[config.mk]
export PLATFORM = sky130hd
export DESIGN_NAME = bfrf_blend
export DESIGN_NICKNAME = d
export VERILOG_FILES = /design/src/rtl/core/bfrf_pkg.sv /design/src/rtl/core/bfrf_blend.sv
export SDC_FILE = /design/constraint.sdc
export NUM_CORES = 1
export LEC_CHECK = 0
export ABC_AREA = 1
export ABC_CLOCK_PERIOD_IN_PS = 5800
export BUFFER_PORTS_ARGS = -buffer_cell sky130_fd_sc_hd__buf_2
export CAP_MARGIN = 10
export CORE_MARGIN = 2
export CORE_UTILIZATION = 50
export DETAILED_ROUTE_END_ITERATION = 8
export PLACE_DENSITY = 0.7
export SLEW_MARGIN = 20
export SYNTH_ARGS = -nofsm -noshare
export SYNTH_HDL_FRONTEND = slang
export SYNTH_SLANG_ARGS = --single-unit
[constraint.sdc]
create_clock -name clk_i -period 5.8 [get_ports clk_i]
set_input_delay 0 -clock clk_i [delete_from_list [all_inputs] [get_ports clk_i]]
set_output_delay 0 -clock clk_i [all_outputs]
set_load 0.03 [all_outputs]
[src/rtl/core/bfrf_pkg.sv]
// Package for the blended ellipse ring fill block.
// Holds screen limits, register indexes, shared types and helper functions.
// Depends on nothing.
package bfrf_pkg;

  localparam int SCREEN_WIDTH  = 1024;
  localparam int SCREEN_HEIGHT = 1024;

  typedef enum logic [2:0] {
    REG_OUTER_CENTER  = 3'd0,
    REG_OUTER_RADII   = 3'd1,
    REG_INNER_CENTER  = 3'd2,
    REG_INNER_RADII   = 3'd3,
    REG_FILL_COLOR    = 3'd4,
    REG_BLEND_PERCENT = 3'd5
  } reg_idx_e;

  typedef struct packed {
    logic [14:0] rx;
    logic [14:0] ry;
  } span_radii_t;

  // Absolute distance between an unsigned screen coordinate and a signed center.
  function automatic logic [15:0] abs_dist(input logic [9:0] pos, input logic [15:0] c);
    logic [16:0] d;
    logic [16:0] nd;
    d  = {7'b0, pos} - {c[15], c};
    nd = 17'd0 - d;
    return d[16] ? nd[15:0] : d[15:0];
  endfunction

  function automatic logic radius_ok(input logic [15:0] r);
    return !r[15] && (r != 16'd0);
  endfunction

endpackage

[src/rtl/core/bfrf_blend.sv]
// Per-byte alpha blend of the source pixel with the fill color, three stages deep.
// Also delays the source pixel by the same amount. Depends on bfrf_pkg.
module bfrf_blend (
  input  logic        clk_i,
  input  logic        rst_ni,
  input  logic [31:0] pixel_i,
  input  logic [23:0] color_i,
  input  logic [6:0]  percent_i,
  output logic [31:0] blend_o,
  output logic [31:0] pixel_o
);
  import bfrf_pkg::*;

  logic [6:0]  p_d;
  logic [19:0] ma_d, mb_d;
  logic [8:0]  a_q, b_q;
  logic [31:0] color32_d;
  logic [16:0] sum2_q [4];
  logic [16:0] sum3_q [4];
  logic [16:0] sum4_q [4];
  logic [31:0] src2_q, src3_q, src4_q;

  assign p_d       = (percent_i > 7'd100) ? 7'd100 : percent_i;
  assign ma_d      = p_d * 20'd5243;
  assign mb_d      = (7'd100 - p_d) * 20'd5243;
  assign color32_d = {8'h00, color_i};

  always_ff @(posedge clk_i or negedge rst_ni) begin
    if (!rst_ni) begin
      a_q <= 9'd256;
      b_q <= 9'd0;
    end else begin
      a_q <= ma_d[19:11];
      b_q <= mb_d[19:11];
    end
  end

  always_ff @(posedge clk_i) begin
    for (int k = 0; k < 4; k++) begin
      sum2_q[k] <= 17'(pixel_i[8*k +: 8] * b_q) + 17'(color32_d[8*k +: 8] * a_q);
      sum3_q[k] <= sum2_q[k];
      sum4_q[k] <= sum3_q[k];
    end
    src2_q <= pixel_i;
    src3_q <= src2_q;
    src4_q <= src3_q;
  end

  always_comb begin
    for (int k = 0; k < 4; k++) begin
      blend_o[8*k +: 8] = sum4_q[k][16] ? 8'hff : sum4_q[k][15:8];
    end
  end

  assign pixel_o = src4_q;

endmodule

# Yosys cells after proc, flatten, opt, wreduce, memory -nomap -nowiden
# Memories as Yosys holds them, arrays and structs flattened.
# Cells that the tools add are included.
[op_classes] order_cmp=1 bitwise=0 n_mux=5 shifts=0 n_addsub=4 div_mod_pow=0 eq_ne=0 multipliers=9 reduce_logical=0
[op_table] operator="$mul A8 B9 Y17" count=7
[op_table] operator="$add A17 B17 Y17" count=3
[op_table] operator="$mux W8" count=4
[op_table] operator="$mul A7 B13 Y20 const B" count=1
[op_table] operator="$mul A8 B14 Y20 const B" count=1
[op_table] operator="$sub A7 B7 Y8 const A" count=1
[op_table] operator="$gt A7 B7 Y1 const B" count=1
[op_table] operator="$mux W7" count=1
[totals] register_bits=114 in_bits=65 n_memories=3 ramBits=204 word_cells=27 mem_bits_ro=0 out_inout_bits=64 latch_bits=0
[mem_list] memory="sum2_q" words=4 width=17 rd=4 rd_clocked_by_memory_dff=0 write_ports=4 line_no="bfrf_blend.sv:18" source="logic [16:0] sum2_q [4];"
[mem_list] memory="sum3_q" words=4 width=17 rd=4 rd_clocked_by_memory_dff=0 write_ports=4 line_no="bfrf_blend.sv:19" source="logic [16:0] sum3_q [4];"
[mem_list] memory="sum4_q" words=4 width=17 rd=4 rd_clocked_by_memory_dff=0 write_ports=4 line_no="bfrf_blend.sv:20" source="logic [16:0] sum4_q [4];"

# Depth between registers and ports, before layout
# Gate-level depths: netlist of the first run.
[depth] ltp_word=4 ltp_mapped=32

# Worst setup path after synthesis of the first run
# Ideal clock, no wire load.
[synth_path] path_kind="register -> register" from="register b_q[0]" to="memory sum2_q[1][16]" setup_slack_ps=668 synth_period_minus_slack_ps=5132 stages_incl_launch_ff=21 arrival_ps=5011 setup_ps=122 path_cell_list="dfrtp_1 > buf_6 > clkbuf_1 > nand2_1 > fa_1 > inv_1 > fa_1 > fa_1 > inv_1 > fa_1 > fa_1 > fa_1 > inv_1 > ha_1 > a21oi_1 > o21ai_0 > a21oi_1 > nand2_1 > nand4_1 > nand2_1 > xor2_1"
[synth_lines] item="start: declaration" line_no="bfrf_blend.sv:16" source="logic [8:0] a_q, b_q;"
[synth_lines] item="start signal: assignment" line_no="bfrf_blend.sv:34" source="b_q <= mb_d[19:11];"
[synth_lines] item="end: declaration" line_no="bfrf_blend.sv:18"

==> results.py, run 1 <==
metrics = {
    "timing": {
        "finalClockSkew_ns": 0.0257,
        "tns_ns": 0,
        "setup_viol": 0,
        "min_period_over_period_pct": 93.8,
        "tightest_slew_ns": 0.849,
        "slew_headroom_pct": 43.2,
        "rsz0062_at_grt": "false",
        "maxSlewViolCount": 0,
        "post-route-min-period_ns": 5.44,
        "fmax_mhz": 184,
        "finalHoldViolCount": 0,
    },
    "critical_path": {
        "path_max_fanout": 19,
        "cp.arrival_ns": 5.87,
        "cp.required_ns": 6.23,
        "reg2reg_depth": 20,
        "endpoint_kind": "register",
        "worstSetupStartpointType": "register",
        "path_class": "register to register",
    },
    "synth": {
        "synth_ff_type": "dfxtp_1",
        "seq_area_frac_synth_pct": 18.0,
        "avgSynthCellArea_sq_um": 8.50,
        "ys_async_sr_fraction_pct": 8.11,
        "synth-edff-count": 0,
        "ys_seq_elements": 222,
        "netlist_area_sq_mm": 0.0252,
        "synth.distinct_cells": 47,
        "ys_warn_count": 0,
        "netlist_instances": 2962,
        "synth_nets": 3757,
    },
    "floorplan": {
        "row_count": 82,
        "die_area_sq_mm": 0.0522,
        "die_y_microns": 228,
        "fp.coreArea_sq_mm": 0.0500,
        "pin_count": 129,
        "die_x_microns": 228,
        "initial_core_util_pct": 50.4,
    },
    "routing": {
        "first_pass_iters": 6,
        "drc": 0,
        "ant_nets": 0,
        "wl_per_cell_microns": 14.5,
        "drt_iter0_markers": 954,
        "drt-total-wl_mm": 54.5,
        "vias": 18300,
        "viasPerCell": 4.87,
    },
    "global_routing": {
        "grt_pass1_vias": 19800,
        "grt_max_degree": 33,
        "antenna_found_initial": 10,
        "overflow": 0,
        "grt_util_all_layers_pct": 21.7,
        "grt_pass1_wl_mm": 93.0,
    },
    "clock_network": {
        "numClockSinks": 222,
        "cts_made_buffers": 23,
        "clkSlewWorstSetupHoldPaths_ns": 0.06,
        "cts_root_buffer": "clkbuf_16",
        "cts_setup_buffers": 0,
        "tritoncts": "done",
        "h-tree-depth": 1,
        "clockBufferDepth": 3,
        "insertion_delay_ns": 0.56,
    },
    "place": {
        "gp_congestion": 0.893,
        "dp_hpwl_mm": 44.8,
        "dpl.cell_count": 3692,
        "port_buffers": 128,
    },
    "run": {
        "max_cap_violations": 0,
    },
    "finish": {
        "fill_cells": 4529,
        "finalNetCount": 3876,
        "drive_above_1_share_pct": 8.56,
        "area_growth_pct": 9.89,
        "fin_cells": 3769,
    },
    "hold_path": {
        "hold_path_class": "input port to register",
        "hold_depth": 4,
    },
    "run_status": {
        "status": "complete, no violations",
    },
}
-- metal layers --
metal  GRT usage [%]  up-vias  wire [microns]  part of all wire, %
met5               0        -              98                 0.18
met4            7.15       14            1760                  3.2
met3            3.75      126            2880                  5.3
met2            39.5      454           27600                   51
met1            26.0     8958           22100                   41
li1                -     8790               -                    -
-- Yosys cell counts (6+ instances only) --
library cell    n  area share (%)
inv_2           6           0.089
inv_1         849              13
o21a_1          8            0.24
nand3_1        44            0.87
ha_1          323              16
nand2_1       672              10
a21o_1          7            0.21
a21oi_1        76             1.5
xor2_1         46             1.6
xnor2_1        15            0.52
buf_1           6           0.089
or2_2          34            0.84
nor2_1         54            0.80
o21ai_0        35            0.70
fa_1          407              32
clkbuf_1       88             1.3
buf_2           7            0.14
o21bai_1        6            0.18
dfxtp_1       204              16
dfrtp_1        17             1.7
nand4_1        11            0.27
-- placed cells by master (no fill, tap or decap), types with 36 or more instances in the layout --
master and n:
xor2_1 46, nand2_1 672, a21oi_1 76, nor2_1 54, ha_1 323, dfxtp_1 204
nand3_1 44, buf_2 128, inv_1 849, dlygate4sd3_1 36, fa_1 407
-- path summary, 6_finish.rpt --
kind	startpoint	end	slack [ns]
setup / recovery	a_q[3]$_DFF_PN0_	sum2_q[0][15]$_DFF_P_	0.36
hold / removal	percent_i[5]	a_q[8]$_DFF_PN1_	0.14
setup reg to reg	a_q[3]$_DFF_PN0_	sum2_q[0][15]$_DFF_P_	0.36
hold reg to reg	src2_q[13]$_DFF_P_	src3_q[13]$_DFF_P_	0.32
max in group asynchronous	rst_ni	a_q[6]$_DFF_PN0_	3.91
min in group asynchronous	rst_ni	a_q[8]$_DFF_PN1_	0.55
-- cells by family after synthesis --
family,count (synthesis),synth area share (%)
XOR/XNOR,62,2.19
AO/OA/AOI/OAI,155,3.62
AND/OR/NAND/NOR,835,13.4
buffers and inverters,958,14.4
adder cells (fa/ha/maj),730,48.4
flip-flops,222,18.0
-- sequential cells by signal, indices dropped and copies added (netlist names) --
register / cells
b_q: 9
sum2_q: 36
src3_q: 32
sum4_q: 36
sum3_q: 36
src2_q: 32
pixel_o: 32
a_q: 9
-- through the flow --
step	area [sq um]	worst slack, ns	hold WS (ns)	util [%]
floorplan	25200	0.668	-0.296	-
global placement	26500	0.405	-0.0337	53.1
detailed placement	26500	0.257	-0.0333	53.1
CTS	27700	0.207	0.0823	55.4
global route	27700	0.0269	0.170	55.4
finish	27700	0.359	0.145	55.4
-- final cells by class --
cell class	instances	area (sq um)	area share [%]
Multi-Input combinational cell	1782	17000	61.5
Timing Repair Buffer	197	1290	4.65
Clock inverter	8	80.1	0.289
Antenna cell	2	5.00	0.0181
Tap cell	672	841	3.04
Clock buffer	31	677	2.45
Inverter	855	3210	11.6
Sequential cell	222	4540	16.4
-- worst max-delay path, cell delays in order, from the launching register on --
cell     delay, ns
dfrtp_1       0.64
buf_4         0.29
nand2_1       0.05
inv_1         0.05
fa_1          0.42
inv_1         0.08
fa_1          0.43
fa_1          0.56
inv_1         0.06
fa_1          0.47
inv_1         0.05
fa_1          0.45
fa_1          0.50
inv_1         0.05
ha_1          0.31
a21oi_1       0.16
o21ai_0       0.10
a21oi_1       0.14
o31a_1        0.27
o21ai_2       0.09
xor2_1        0.14
-- repair_timing --
item,CTS,global route
hold buffers,36,0
hold endpoints to repair,51,0
gates resized for setup,0,6
endpoints found under the setup margin,0,5
Power of run 1 is not shown: default switching activity piles up to over one toggle a cycle in this logic, so the estimate is an artifact.
==> inputs of run 2 (changes only) <==
--- a/config.mk
+++ b/config.mk
@@ -6,14 +6,14 @@
 export NUM_CORES = 1
 export LEC_CHECK = 0
 export ABC_AREA = 1
-export ABC_CLOCK_PERIOD_IN_PS = 5800
+export ABC_CLOCK_PERIOD_IN_PS = 7000
 export BUFFER_PORTS_ARGS = -buffer_cell sky130_fd_sc_hd__buf_2
 export CAP_MARGIN = 10
 export CORE_MARGIN = 2
 export CORE_UTILIZATION = 50
 export DETAILED_ROUTE_END_ITERATION = 8
 export PLACE_DENSITY = 0.7
-export SLEW_MARGIN = 20
+export SLEW_MARGIN = 10
 export SYNTH_ARGS = -nofsm -noshare
 export SYNTH_HDL_FRONTEND = slang
 export SYNTH_SLANG_ARGS = --single-unit
==> constraint.sdc (replaced) <==
create_clock -name clk_i -period 7 [get_ports clk_i]
set_input_delay 0 -clock clk_i [delete_from_list [all_inputs] [get_ports clk_i]]
set_output_delay 0 -clock clk_i [all_outputs]
set_load 0.03 [all_outputs]
==> run 2 against run 1 <==
Against the previous run:
- via count increased by 0.64%
- non-clock buffer count decreased by 18
- critical path type unchanged
- core utilization decreased by 0.36 points
- setup slack improved by 0.86 ns
- clock-buffer cell count decreased by 2
- wire length increased by 0.43%
- register-to-register slack improved by 0.86 ns
- clock skew about the same
==> results.py, run 2 (synthesis results as in run 1) <==
metrics = {
    "clock_network": {
        "cts-resized-gates": 0,
        "cts_made_buffers": 23,
        "insertion_delay_ns": 0.56,
        "cts_root_buffer": "clkbuf_16",
        "tritoncts": "done",
        "clockBufferDepth": 3,
        "clkSlewWorstSetupHoldPaths_ns": 0.07,
        "numClockSinks": 222,
        "h-tree-depth": 1,
    },
    "critical_path": {
        "reg2reg_from": "b_q[1]$_DFF_PN0_",
        "cp.required_ns": 7.43,
        "endpoint_kind": "register",
        "reg2reg_depth": 15,
        "cp.arrival_ns": 6.21,
        "r2r_end": "sum2_q[0][13]$_DFF_P_",
        "reg2reg_slack_ns": 1.22,
        "worstSetupStartpointType": "register",
        "cp-startpoint": "b_q[1]$_DFF_PN0_",
        "path_max_fanout": 20,
        "path_class": "register to register",
        "endpoint": "sum2_q[0][13]$_DFF_P_",
    },
    "timing": {
        "finalHoldViolCount": 0,
        "finalClockSkew_ns": 0.0252,
        "post-route-min-period_ns": 5.78,
        "maxSlewViolCount": 0,
        "setup_ws_ns": 1.22,
        "setup_viol": 0,
        "slew_headroom_pct": 25.8,
        "fmax_mhz": 173,
        "tns_ns": 0,
        "tightest_slew_ns": 1.11,
        "min_period_over_period_pct": 82.6,
        "rsz0062_at_grt": "false",
    },
    "place": {
        "port_buffers": 128,
        "gp_congestion": 0.904,
        "place_ws_ns": 1.25,
        "dp_hpwl_mm": 44.9,
    },
    "global_routing": {
        "overflow": 0,
        "grt_util_all_layers_pct": 21.9,
        "antenna_found_initial": 12,
        "grt_max_degree": 33,
        "grt_pass1_wl_mm": 93.7,
        "grt_pass1_vias": 19800,
    },
    "floorplan": {
        "initial_core_util_pct": 50.4,
        "row_count": 82,
        "die_y_microns": 228,
        "pin_count": 129,
        "die_x_microns": 228,
        "fp.coreArea_sq_mm": 0.0500,
        "die_area_sq_mm": 0.0522,
    },
    "finish": {
        "final_common_cell": "inv_1",
        "drive_above_1_share_pct": 7.83,
        "area_growth_pct": 9.18,
        "largestRegisters": "sum2_q x36, sum3_q x36, sum4_q x36",
        "finalNetCount": 3858,
        "fill_cells": 4468,
        "final_cell_mix": "849 x inv_1, 672 x nand2_1, 407 x fa_1, 323 x ha_1, 204 x dfxtp_1",
    },
    "routing": {
        "drt_iter0_markers": 801,
        "first_pass_iters": 6,
        "drc": 0,
        "vias": 18500,
        "ant_nets": 0,
        "drt-total-wl_mm": 54.7,
        "wl_per_cell_microns": 14.6,
        "viasPerCell": 4.92,
    },
    "run": {
        "max_cap_violations": 0,
    },
    "run_status": {
        "status": "complete, no violations",
    },
    "hold_path": {
        "hold_path_class": "input port to register",
    },
}
[run 2: changes by cell type in the layout (fill, tap and decap cells not counted), moves of 2 or more]
| cell | previous run | this run |
|---|---|---|
| buf_12 | 3 | 0 |
| clkbuf_1 | 2 | 4 |
| clkbuf_8 | 5 | 2 |
| diode_2 | 2 | 4 |
| buf_4 | 30 | 15 |
| dfrtp_2 | 6 | 0 |
| inv_8 | 0 | 3 |
| dfrtp_1 | 11 | 17 |
[run 2: per-layer routing]
layer  vias up  part of all wire (%)  track usage, %
met5         -                  0.19               0
met4        18                   3.1            7.07
met3       148                   6.2            3.62
met2       526                    51            39.8
met1      9006                    39            26.3
li1       8762                     -               -
[run 2: critical path, cell delays in order, from the launching register on]
cell     delay [ns]
dfrtp_1        1.00
nand2_1        0.20
fa_1           0.63
fa_1           0.46
fa_1           0.61
fa_1           0.45
fa_1           0.46
fa_1           0.48
inv_1          0.04
ha_1           0.32
a21oi_1        0.21
o21ai_0        0.10
a21oi_1        0.14
o31a_1         0.29
o21ai_2        0.09
xor2_1         0.15
[run 2: final cells by class]
| class | instances | area (sq um) | area share [%] |
|---|---|---|---|
| Inverter | 855 | 3210 | 11.7 |
| Clock inverter | 12 | 136 | 0.496 |
| Clock buffer | 29 | 618 | 2.25 |
| Antenna cell | 4 | 10.0 | 0.0364 |
| Sequential cell | 222 | 4540 | 16.5 |
| Tap cell | 672 | 841 | 3.06 |
| Multi-Input combinational cell | 1782 | 17000 | 61.9 |
| Timing Repair Buffer | 179 | 1110 | 4.05 |
[run 2: what timing repair did]
item                                    CTS  global route
hold buffers                             36             0
endpoints found under the hold margin    51             0
buffers inserted                          0             0
endpoints found under the setup margin    0             0
[run 2: metrics by stage]
step / instances / utilization (%) / instance area [sq um] / hold WS (ns)
after detailed placement: 3674 / 52.8 / 26400 / -0.00920
after global routing: 3753 / 55.0 / 27500 / 0.112
final: 3755 / 55.0 / 27500 / 0.0571
after CTS: 3751 / 55.0 / 27500 / 0.0355
after floorplan: 2962 / - / 25200 / -0.296
after global placement: 3674 / 52.8 / 26400 / -0.0222
[run 2: how the worst min path moves through the flow]
| stage | startpoint | endpoint | slack [ns] | cells past startpoint |
|---|---|---|---|---|
| 2_1_floorplan | rst_ni | a_q[0]$_DFF_PN0_ | -0.30 | 0 |
| 3_3_place_gp | rst_ni | a_q[0]$_DFF_PN0_ | -0.02 | 1 |
| 3_5_place_dp | rst_ni | a_q[0]$_DFF_PN0_ | -0.009 | 1 |
| 4_1_cts | percent_i[5] | a_q[8]$_DFF_PN1_ | 0.04 | 4 |
| 5_1_grt | percent_i[5] | a_q[8]$_DFF_PN1_ | 0.11 | 4 |
| 6_report | percent_i[5] | a_q[8]$_DFF_PN1_ | 0.06 | 4 |
Power of run 2 is left out for the same reason.
